<file path="config.mk">
export PLATFORM = sky130hd
export DESIGN_NAME = sfl_queue
export DESIGN_NICKNAME = d
export VERILOG_FILES = /design/src/sfl_pkg.sv /design/src/sfl_queue.sv
export SDC_FILE = /design/constraint.sdc
export NUM_CORES = 1
export LEC_CHECK = 0
export BUFFER_PORTS_ARGS = -buffer_cell sky130_fd_sc_hd__buf_4
export CELL_PAD_IN_SITES_DETAIL_PLACEMENT = 0
export CELL_PAD_IN_SITES_GLOBAL_PLACEMENT = 1
export CORE_MARGIN = 5
export CORE_UTILIZATION = 45
export CTS_CLUSTER_SIZE = 20
export DETAILED_ROUTE_END_ITERATION = 16
export PLACE_DENSITY = 0.8
export SLEW_MARGIN = 10
export SYNTH_ARGS = -nofsm -noshare
export SYNTH_HDL_FRONTEND = slang
export SYNTH_SLANG_ARGS = --single-unit
</file>
<file path="constraint.sdc">
create_clock -name clk -period 5.63 [get_ports clk]
set_input_delay 0.2815 -clock clk [delete_from_list [all_inputs] [get_ports clk]]
set_output_delay 0.2815 -clock clk [all_outputs]
set_load 0.02 [all_outputs]
</file>
<file path="src/sfl_pkg.sv">
// Shared types and codes for the sorted table floor lookup block.
// No dependencies; imported by every module of the block.
package sfl_pkg;

  localparam int KEY_W    = 64;
  localparam int SLOT_W   = 16;
  localparam int COUNT_W  = 17;
  localparam int STATUS_W = 3;

  typedef enum logic [STATUS_W-1:0] {
    ST_WRITTEN      = 3'd0,
    ST_EXACT        = 3'd1,
    ST_BETWEEN      = 3'd2,
    ST_OUT_OF_RANGE = 3'd3,
    ST_EMPTY        = 3'd4
  } status_t;

  typedef enum logic [1:0] {
    CMD_WRITE,
    CMD_SKIP,
    CMD_LOOKUP
  } cmd_kind_t;

  typedef struct packed {
    cmd_kind_t          kind;
    logic [SLOT_W-1:0]  slot;
    logic [KEY_W-1:0]   key;
  } cmd_t;

  typedef enum logic [2:0] {
    S_IDLE,
    S_PROBE,
    S_COMPARE,
    S_NB_LOW,
    S_NB_HIGH
  } back_state_t;

  function automatic logic key_less(input logic [KEY_W-1:0] a, input logic [KEY_W-1:0] b);
    key_less = $signed(a) < $signed(b);
  endfunction

endpackage

</file>
<file path="src/sfl_queue.sv">
// Two-entry command queue between the front and back stages.
// Depends on sfl_pkg for the command type.
module sfl_queue import sfl_pkg::*; (
  input  logic clk,
  input  logic rst,
  input  logic push_valid,
  output logic push_ready,
  input  cmd_t push_cmd,
  output logic pop_valid,
  input  logic pop_ready,
  output cmd_t pop_cmd
);

  cmd_t       slots [2];
  logic       wr_ptr;
  logic       rd_ptr;
  logic [1:0] fill;
  logic       do_push;
  logic       do_pop;

  assign push_ready = (fill != 2'd2);
  assign pop_valid  = (fill != 2'd0);
  assign pop_cmd    = slots[rd_ptr];
  assign do_push    = push_valid && push_ready;
  assign do_pop     = pop_valid && pop_ready;

  always_ff @(posedge clk) begin
    if (rst) begin
      wr_ptr <= 1'b0;
      rd_ptr <= 1'b0;
      fill   <= 2'd0;
    end else begin
      if (do_push) begin
        wr_ptr <= !wr_ptr;
      end
      if (do_pop) begin
        rd_ptr <= !rd_ptr;
      end
      fill <= fill + {1'b0, do_push} - {1'b0, do_pop};
    end
  end

  always_ff @(posedge clk) begin
    if (do_push) begin
      slots[wr_ptr] <= push_cmd;
    end
  end

endmodule

</file>
==> run summary <==
Dpl cells: 625
First-pass GRT wire length: 17.60 mm
P&R area growth vs syn: 32.14%
I/O pins: 170
Layout cell share with drive strength beyond 1: 0.4538
Worst vdd ir: 0.2390 mV
Hold path start: push_cmd[38]
Fin Setup TNS: 0 ps
P_leak: 3.050 nW
Final setup vio count: 0
Setup repair bufs after CTS: 0
Fill cells: 1012
Syn avg cell area: 21.87 um2
Final ANT Viol Nets: 0
Vias: 3212
DRT iter0 DRCs: 204
Starting Density: 0.4528
CTS max path bufs: 2
TritonCTS clock tree: built
Synth Instances: 284
Sw frac: 0.2658
CORE AREA: 0.01372 mm2
Port bufs: 169
# nets final: 551
Status: finished, final reports clean
Req. time, crit path: 5350 ps
GR Util All Layers: 0.1440
R2r startpoint: fill[0]
Crit path DAT: 2160 ps
CTS Sinks: 169
Row count: 43
Clk pin slew, worst setup/hold paths: 60 ps
Sequential power share: 0.464
Gr ovfl total: 0
DIE WIDTH: 127.5 um
Die area: 0.01626 mm2
P per Cell Area: 426.8 mW/mm2
CP max FO: 82
Dpl hpwl: 7.196 mm
Antenna violations before repair: 0
Syn Std Cell Area: 0.006212 mm2
DRT Wirelength: 11.29 mm
Tcrit/Tclk final: 0.4342
Final hold vios: 0
Drc violations: 0
Vias in the first global route: 3478
Vias per inst: 4.896
Clk Latency, worst-skew pair: 410 ps
Total CTS buffers: 17
R2r setup slk: 3400 ps
Max_cap viols: 0
Placer Congestion: 0.6997
WL per Instance: 17.21 um
Max-slew violation count: 0
Largest net degree at the start of global routing: 83
Cts-stage hold buffer count: 0
CTS Root Cell: clkbuf_16
RSZ-0062 raised after global routing: no
PostCTS Resize Cnt: 0
Crit path kind: reg -> out
CP Launch Type: flip-flop
Combinational share of power: 0.213
Synth cell types: 25
Drt first pass iters: 4
Die Ht: 127.5 um
Int Pwr: 2.572 mW
Layout Cells excl Fill: 656
Switching pwr: 0.9312 mW
CP Capture Type: primary output
Post-Synthesis Net Count: 371
Relative slew slack: 0.2271
Antenna cells: 0
Tmin final: 2444 ps
Clock skew: 4.980 ps
Worst Max-Slew Pin Slew: 1159 ps
H-tree depth: 4
Seq/Total Area, Yosys: 0.8089
Hold WC Path Type: in -> reg
Synth warnings: 0
Flops & latches, synth: 169
Fmax achieved: 409.1 MHz
Clock power share: 0.323
==> stage by stage <==
stage	hold WS [ps]	area [um2]	power (mW)	setup WS, ps	util
final	48.88	8209	3.503	3186	0.5984
after global routing	18.23	8209	3.665	3067	0.5984
after CTS	24.54	8209	3.549	3139	0.5984
after detailed placement	469.0	7626	2.413	3368	0.5559
after global placement	466.3	7626	2.400	3441	0.5559
after floorplan	350.6	6212	2.090	2494	-
==> cells in the mapped netlist <==
library cell	instances	area share
edfxtp_1	164	0.79
mux2_1	70	0.13
mux2_2	12	0.022
buf_6	8	0.015
dfxtp_1	5	0.016
nor2_1	4	0.0024
and3_1	2	0.0020
nor2b_1	2	0.0020
a21bo_1	1	0.0016
a21oi_1	1	0.00080
buf_4	1	0.0012
ha_1	1	0.0020
inv_1	1	0.00060
nand2b_1	1	0.0010
nand3_1	1	0.00080
nand3b_1	1	0.0012
nor3_2	1	0.0016
nor4_1	1	0.0010
nor4bb_2	1	0.0026
o21ai_0	1	0.00080
o21ai_1	1	0.00080
o21ba_2	1	0.0016
o31a_1	1	0.0014
or2_2	1	0.0010
xor2_1	1	0.0014
==> worst paths after layout <==
path	end	cells past startpoint
hold / removal	slots[1][38]	1
setup reg to reg	slots[0][20]	4
hold reg to reg	flip-flop	2
setup / recovery	pop_cmd[0]	2
==> cell usage in the layout, fill, tap and decap left out <==
cell        synthesis  layout
a21bo_1             1       1
a21oi_1             1       1
and3_1              2       1
and3_4              0       1
buf_4               1     170
bufinv_16           0       3
clkbuf_16           0      17
clkinv_1            0       4
clkinv_2            0       2
clkinv_4            0       2
clkinvlp_4          0       4
dfxtp_1             5       4
dfxtp_4             0       1
edfxtp_1          164     164
ha_1                1       1
mux2_1             70      70
mux2_2             12      12
nand2b_1            1       1
nand3_1             1       1
nand3b_1            1       1
nor2_1              4       4
nor2b_1             2       2
nor3_2              1       1
nor4_1              1       1
nor4bb_2            1       1
o21ai_0             1       1
o21ai_1             1       1
o21ba_2             1       1
o31a_1              1       1
or2_2               1       1
xor2_1              1       1
==> layout make-up <==
class	count	area, um2	share of cell area
clock inverter	14	157.7	0.01920
timing repair buffer	170	1276	0.1555
multi-input combinational	105	1091	0.1329
clock buffer	17	425.4	0.05182
inverter	1	5.005	0.0006097
sequential	169	5029	0.6126
tap	180	225.2	0.02743
==> flip-flops by register name (all words and copies together), names as in the netlist, named ones only <==
signal / cells
slots: 164
rd_ptr: 1
wr_ptr: 1
fill: 2
==> critical path: stages (launching register included) <==
cell and delay (ps):
dfxtp_4 1090, mux2_2 440, buf_4 160
==> power groups by stage <==
| stage | registers (mW) | clock network [mW] | logic [mW] |
|---|---|---|---|
| final | 1.62 | 1.13 | 0.748 |
| after global routing | 1.64 | 1.23 | 0.795 |
| after CTS | 1.63 | 1.16 | 0.761 |
| after detailed placement | 1.66 | 0 | 0.757 |
| after global placement | 1.65 | 0 | 0.753 |
| after floorplan | 1.58 | 0 | 0.508 |
==> routing by layer <==
layer / GRT usage / share of wire / vias up
met2: 0.2385 / 0.50 / 113
li1: - / - / 1483
met1: 0.1654 / 0.40 / 1600
met3: 0.05936 / 0.079 / 16
met4: 0.06057 / 0.016 / 0
met5: 0 / 0 / -
==> cells by family (layout without fill, tap and decap cells) <==
family,count (synthesis),count (layout),share of synthesized area
compound gates,6,6,0.007047
xor+xnor,1,1,0.001410
fa+ha+maj,1,1,0.002014
buf+inv,10,202,0.01631
flops,169,169,0.8089
mux,82,82,0.1486
simple gates,15,15,0.01571
(Power assumes the default switching activity.)
