[src/sfl_pkg.sv]
// Shared types and codes for the sorted table floor lookup block.
// No dependencies; imported by every module of the block.
package sfl_pkg;

  localparam int KEY_W    = 64;
  localparam int SLOT_W   = 16;
  localparam int COUNT_W  = 17;
  localparam int STATUS_W = 3;

  typedef enum logic [STATUS_W-1:0] {
    ST_WRITTEN      = 3'd0,
    ST_EXACT        = 3'd1,
    ST_BETWEEN      = 3'd2,
    ST_OUT_OF_RANGE = 3'd3,
    ST_EMPTY        = 3'd4
  } status_t;

  typedef enum logic [1:0] {
    CMD_WRITE,
    CMD_SKIP,
    CMD_LOOKUP
  } cmd_kind_t;

  typedef struct packed {
    cmd_kind_t          kind;
    logic [SLOT_W-1:0]  slot;
    logic [KEY_W-1:0]   key;
  } cmd_t;

  typedef enum logic [2:0] {
    S_IDLE,
    S_PROBE,
    S_COMPARE,
    S_NB_LOW,
    S_NB_HIGH
  } back_state_t;

  function automatic logic key_less(input logic [KEY_W-1:0] a, input logic [KEY_W-1:0] b);
    key_less = $signed(a) < $signed(b);
  endfunction

endpackage

[src/sfl_front.sv]
// Front stage: accepts input transfers, classifies them into commands and
// holds one command until the queue takes it. Depends on sfl_pkg.
module sfl_front import sfl_pkg::*; #(
  parameter int TABLE_DEPTH = 65536
) (
  input  logic              clk,
  input  logic              rst,
  input  logic              in_valid,
  output logic              in_ready,
  input  logic              operation,
  input  logic [SLOT_W-1:0] entry_index,
  input  logic [KEY_W-1:0]  address_value,
  output logic              push_valid,
  input  logic              push_ready,
  output cmd_t              push_cmd
);

  logic hold_valid;
  logic hold_valid_next;
  cmd_t cmd_in;

  always_comb begin
    cmd_in.slot = entry_index;
    cmd_in.key  = address_value;
    if (operation) begin
      cmd_in.kind = CMD_LOOKUP;
    end else if (32'(entry_index) < 32'(TABLE_DEPTH)) begin
      cmd_in.kind = CMD_WRITE;
    end else begin
      // slot beyond the table: answer, but leave memory alone
      cmd_in.kind = CMD_SKIP;
    end
  end

  assign in_ready   = !hold_valid || push_ready;
  assign push_valid = hold_valid;

  always_comb begin
    hold_valid_next = hold_valid;
    if (in_valid && in_ready) begin
      hold_valid_next = 1'b1;
    end else if (push_ready) begin
      hold_valid_next = 1'b0;
    end
  end

  always_ff @(posedge clk) begin
    if (rst) begin
      hold_valid <= 1'b0;
    end else begin
      hold_valid <= hold_valid_next;
    end
  end

  always_ff @(posedge clk) begin
    if (in_valid && in_ready) begin
      push_cmd <= cmd_in;
    end
  end

endmodule

[config.mk]
export PLATFORM = sky130hd
export DESIGN_NAME = sfl_front
export DESIGN_NICKNAME = d
export VERILOG_FILES = /design/src/sfl_pkg.sv /design/src/sfl_front.sv
export SDC_FILE = /design/constraint.sdc
export NUM_CORES = 1
export LEC_CHECK = 0
export BUFFER_PORTS_ARGS = -buffer_cell sky130_fd_sc_hd__buf_4
export CAP_MARGIN = 15
export CORE_ASPECT_RATIO = 0.5
export CORE_MARGIN = 1.5
export CORE_UTILIZATION = 40
export DETAILED_ROUTE_END_ITERATION = 10
export PLACE_DENSITY_LB_ADDON = 0.1
export SLEW_MARGIN = 20
export SYNTH_ARGS = -nofsm -noshare
export SYNTH_HDL_FRONTEND = slang
export SYNTH_SLANG_ARGS = --single-unit
[constraint.sdc]
create_clock -name clk -period 3.3 [get_ports clk]
set_input_delay 0.33 -clock clk [delete_from_list [all_inputs] [get_ports clk]]
set_output_delay 0.33 -clock clk [all_outputs]
set_load 0.02 [all_outputs]
==> flow_summary.yaml, run 1 <==
worst_setup_path:
  r2r_slack_ns: 1.62
  crit_type: "flip-flop to flip-flop"
  crit_start: "push_valid"
  worstPathMaxFanout: 81
  critPathCaptureType: "flip-flop"
  arrival_ns: 1.62
  startpoint_type: "flip-flop"
  critical_path_required_ns: 3.24
  reg2reg_from: "push_valid"
  r2r-end: "push_cmd[14]"
  r2r_cells: 2
clocking:
  postCtsSetupRepairBufs: 0
  clk_pin_slew_worst_paths_ns: 0.06
  clock_latency_ns: 0.33
  htreeDepth: 3
  clockRootBuffer: "clkbuf_16"
  ctsResizeCount: 0
  cts_tree: "done"
  cts.sinks: 82
  clock_path_buffers: 2
  numCtsBuffers: 9
  cts_hold_buf: 0
synthesis:
  synthTopCellsByArea: "edfxtp_1 97%, dfxtp_1 0.80%, nand2b_4 0.55%"
  postSynthAreaPerCell_um2: 28.4
  synth_area_um2: 2500
  ys_warn_count: 0
  synthCells: 88
  synth_top_cell_area_share: 0.973
  ys_seq_elements: 82
  yosys.area.top_type: "edfxtp_1"
  synth_nets: 173
  ys_types: 8
  synth.yosys.seq_area_share: 0.981
min_path:
  hold_path.startpoint: "rst"
  min_path_type: "primary input to flip-flop"
  min_path_cells: 2
  hold_end: "push_valid"
final_layout:
  fin_nets: 350
  seq_area_um2: 2450
  fin_util: 0.682
  fillers: 445
  multi_input_area_um2: 35.0
  insertedDiodeCount: 0
  syn2layout_area_growth_pct: 65.3
  drive_gt1_frac: 0.673
die:
  die_y_um: 58.9
  floorplan.initialDensity: 0.413
  core-area_um2: 6060
  num_rows: 20
  num_io_pins: 169
  die_area_um2: 6760
  fp.dieW_um: 115
power:
  max-vdd-ir-drop_uv: 375
  p_leak_nw: 1.75
  power_density_nw_per_um2: 588
grt:
  grt_use_total: 0.150
  grt_pass1_vias: 1487
  grt_start_max_net_pins: 82
  antenna_found_initial: 0
  grt_pass1_wl_um: 7090
  overflow: 0
timing:
  rsz0062_at_grt: "false"
  worstMarginPinSlew_ns: 1.04
  setup_viol: 0
  final.setup.tns_ns: 0
  maxSlewHeadroom: 0.306
  fmax_ghz: 0.594
  fin_skew_ns: 0.00698
  finalCritPeriodShare: 0.510
  period_needed_ns: 1.68
  drv_slew: 0
  hold_viol: 0
outcome:
  status: "completed"
placement:
  place_congestion: 0.698
  port_buffers: 167
route:
  vias: 1461
  vias_per_cell: 4.09
  drtPass1Iterations: 4
  drt_iter0_drc: 45
  final_antenna_net_count: 0
  drt_wl_total_um: 5200
  wire_per_inst_um: 14.6
  drc: 0
flow_run:
  maxCapViolations: 0
## worst max path at each step
stage | end | slack [ns] | cells after the start
2_1_floorplan | push_cmd[0] | 1.72 | 2
3_3_place_gp | push_cmd[66] | 1.55 | 3
3_5_place_dp | push_cmd[45] | 1.49 | 3
4_1_cts | push_cmd[4] | 1.62 | 2
5_1_grt | push_cmd[52] | 1.54 | 2
6_report | push_cmd[14] | 1.62 | 2
## kinds of logic (layout without fill, tap and decap cells)
family / count (synthesis) / in the layout / synth area share
other cells: 1 / 1 / 0.00150
compound gates: 1 / 1 / 0.00351
flops: 82 / 82 / 0.981
simple gates: 2 / 2 / 0.00901
buf+inv: 2 / 183 / 0.00451
## synthesized netlist by cell type
master and number:
a21oi_2 1, and2_4 1, buf_4 1, conb_1 1, dfxtp_1 1, edfxtp_1 81, inv_1 1, nand2b_4 1
## state kept, by name, summed over array words and instances (netlist names)
signal and cells:
push_valid 1, push_cmd 81
## cell usage in the layout, fill, tap and decap left out
master and instances:
buf_4 167, edfxtp_1 81, clkbuf_16 9, clkinv_1 3, nand2b_4 1, and2_4 1
inv_1 1, a21oi_2 1, conb_1 1, clkbuf_1 1, bufinv_16 1, clkinv_2 1
dfxtp_1 1
## final cells by class
| class | count | area share |
|---|---|---|
| Sequential cell | 82 | 0.594 |
| Timing Repair Buffer | 167 | 0.304 |
| Clock buffer | 10 | 0.0554 |
| Tap cell | 88 | 0.0267 |
| Clock inverter | 5 | 0.0112 |
| Multi-Input combinational cell | 4 | 0.00848 |
| Inverter | 1 | 0.000909 |
## metal layers
layer  GRT usage  wire (um)  vias up
li1            -          -      703
met1       0.148       1840      659
met2       0.258       2640       94
met3      0.0947        670        5
met4      0.0635         39        0
met5           0          0        -
## report_power, final
group | internal, mW | switching, mW
sequential | 1.22 | 0.0168
combinational | 0.133 | 0.135
clock | 0.572 | 0.353
## metrics by stage
stage | hold WS [ns] | worst slack (ns) | power (mW) | area, um2 | cells
after floorplan | 0.392 | 1.72 | 1.36 | 2500 | 88
after global placement | 0.488 | 1.55 | 1.52 | 3850 | 342
after detailed placement | 0.489 | 1.49 | 1.53 | 3850 | 342
after CTS | 0.134 | 1.62 | 2.46 | 4130 | 357
after global routing | 0.140 | 1.54 | 2.51 | 4130 | 357
final | 0.148 | 1.62 | 2.43 | 4130 | 357
## critical path, cell delays in order, from the launching register on
cell	delay (ns)
dfxtp_1	0.33
nand2b_4	0.09
and2_4	0.83
(Power assumes the default switching activity.)
==> run 2: changes to the inputs <==
- ABC_AREA: unset -> 1
- CORE_UTILIZATION: 40 -> 37
- clock period: 3.3 -> 1.35 ns (I/O delays scaled with it)
==> run 2 against run 1 <==
Die area increased by 7.5%. Sequential power increased by 140%. Final area increased by 21%. Maximum frequency increased by 49%. Register-to-register slack got worse by 1.4 ns. Synthesized cell count increased by 1.1%. Critical path type unchanged. Sequential share of layout area decreased by 10 points. Largest power group unchanged.
==> flow_summary.yaml, run 2 <==
clocking:
  htreeDepth: 3
  cts.sinks: 82
  clockRootBuffer: "clkbuf_16"
  clock_path_buffers: 2
  clock_latency_ns: 0.33
  numCtsBuffers: 9
  clk_pin_slew_worst_paths_ns: 0.05
  cts_tree: "done"
timing:
  rsz0062_at_grt: "false"
  setup_viol: 0
  finalCritPeriodShare: 0.838
  drv_slew: 0
  fmax_ghz: 0.884
  period_needed_ns: 1.13
  fin_skew_ns: 0.00300
  hold_viol: 0
placement:
  dp.cells: 345
  port_buffers: 167
  place_congestion: 0.678
synthesis:
  yosys.area.top_type: "edfxtp_1"
  synth.yosys.seq_area_share: 0.984
  synthCells: 89
  synth_nets: 174
  synthTopCellsByArea: "edfxtp_1 98%, dfxtp_1 0.80%, a21oi_2 0.35%"
  postSynthAreaPerCell_um2: 28.0
  ys_seq_elements: 82
  synth_area_um2: 2490
  ys_types: 9
  synth_edf_count: 81
  postSynth.asyncResetShare: 0
  synth.most_common_cell: "edfxtp_1"
  synth_ff_type: "edfxtp_1"
  synth_top_cell_area_share: 0.976
  ys_warn_count: 0
worst_setup_path:
  crit_path_top_delay_cell: "dfxtp_4"
  arrival_ns: 1.15
  worst_path_dominant_cell_family: "flip-flops"
  crit_type: "flip-flop to flip-flop"
  startpoint_type: "flip-flop"
  cp_num_buf_inv: 1
  critical_path_required_ns: 1.37
  path_cells: "a21oi_4 > buf_12"
  worstPathMaxFanout: 41
  critPathCaptureType: "flip-flop"
  max_stage_delay_ns: 0.36
grt:
  grt_use_total: 0.178
  use_met3: 0.0630
  grt_pass1_wl_um: 9140
  grtUsageMet2: 0.323
  grt_start_max_net_pins: 42
  overflow: 0
  antenna_found_initial: 0
  grt-busiest-layer: "met2"
  grtUsageMet1: 0.200
  grt_pass1_vias: 1800
die:
  die_area_um2: 7260
  num_io_pins: 169
  floorplan.initialDensity: 0.397
  core-area_um2: 6280
  die_y_um: 61.0
  num_rows: 20
  fp.dieW_um: 119
final_layout:
  instances_no_fill: 443
  final_cell_mix: "167 x buf_4, 82 x dlygate4sd3_1, 81 x edfxtp_1, 9 x clkbuf_16"
  drive_gt1_frac: 0.527
  largest_register_ffs: 81
  fin_nets: 435
  insertedDiodeCount: 0
  syn2layout_area_growth_pct: 101
  final_common_cell: "buf_4"
  regMostFlops: "push_cmd"
outcome:
  status: "completed"
flow_run:
  maxCapViolations: 0
power:
  finalPower_mw: 6.19
  max-vdd-ir-drop_uv: 942
  power_density_nw_per_um2: 1240
  p_leak_nw: 2.11
  p_seq_frac: 0.488
  combPwrFrac: 0.142
  internal_power_mw: 4.88
  sw_frac_of_total: 0.211
  power.switching_mw: 1.31
  clkPwrFrac: 0.370
route:
  final_antenna_net_count: 0
  wire_per_inst_um: 14.5
  drtPass1Iterations: 4
  drt_iter0_drc: 82
  drt_wl_total_um: 6440
  drc: 0
  vias_per_cell: 4.10
  vias: 1817
min_path:
  min_path_type: "primary input to flip-flop"
==> run 2: power by group through the flow <==
stage	sequential, mW	clock (mW)	combinational, mW
CTS	3.02	2.36	0.875
global placement	3.07	0	0.675
finish	3.02	2.29	0.879
floorplan	3.27	0	0.0585
global route	3.04	2.43	0.924
detailed placement	3.07	0	0.682
==> run 2: worst paths after layout <==
kind                    from            to  slack, ns  cells past startpoint
setup / recovery  push_valid  push_cmd[25]       0.22                      2
hold / removal    push_ready    push_valid       0.07                      4
setup reg to reg  push_valid  push_cmd[25]       0.22                      2
hold reg to reg   push_valid    push_valid       0.51                      2
==> run 2: cell type report <==
class                      instances  area (um2)
inverter                           2        7.51
sequential                        82        2460
tap                               88         110
fill                             335        1270
clock inverter                     6        57.6
timing repair buffer             251        2110
clock buffer                      10         229
multi-input combinational          4        35.0
==> run 2: cell families (layout without fill, tap and decap cells) <==
| kind of cell | count (synthesis) | count (layout) | synth area share |
|---|---|---|---|
| buf+inv | 3 | 269 | 0.00603 |
| simple gates | 1 | 1 | 0.00251 |
| flops | 82 | 82 | 0.984 |
| compound gates | 2 | 2 | 0.00552 |
| other cells | 1 | 1 | 0.00151 |
==> run 2: stage by stage <==
step / hold slack, ns / setup TNS [ns] / cell area, um2 / setup WS (ns) / util
final: 0.0745 / 0 / 5010 / 0.218 / 0.798
after global routing: 0.0682 / 0 / 5010 / 0.189 / 0.798
after CTS: 0.0625 / 0 / 5010 / 0.210 / 0.798
after detailed placement: 0.286 / 0 / 3900 / 0.217 / 0.621
after global placement: 0.282 / 0 / 3900 / 0.239 / 0.621
after floorplan: 0.188 / -66.80 / 2510 / -0.825 / -
==> run 2: what timing repair did <==
| item | 4_1_cts | 5_1_grt |
|---|---|---|
| setup endpoints to repair | 0 | 0 |
| buffers inserted | 0 | 0 |
| gates resized for setup | 0 | 0 |
| endpoints found under the hold margin | 82 | 0 |
| hold buffers | 82 | 0 |
==> run 2: worst min-delay path: stages <==
cell and delay (ns):
buf_4 0.08, inv_2 0.04, nand2_2 0.06, a21oi_2 0.05
==> run 2: routing by layer <==
layer / wire [um] / vias to the layer above / share of wire
li1: - / 874 / -
met1: 2440 / 843 / 0.38
met2: 3390 / 93 / 0.53
met3: 543 / 7 / 0.084
met4: 66 / 0 / 0.010
met5: 0 / - / 0
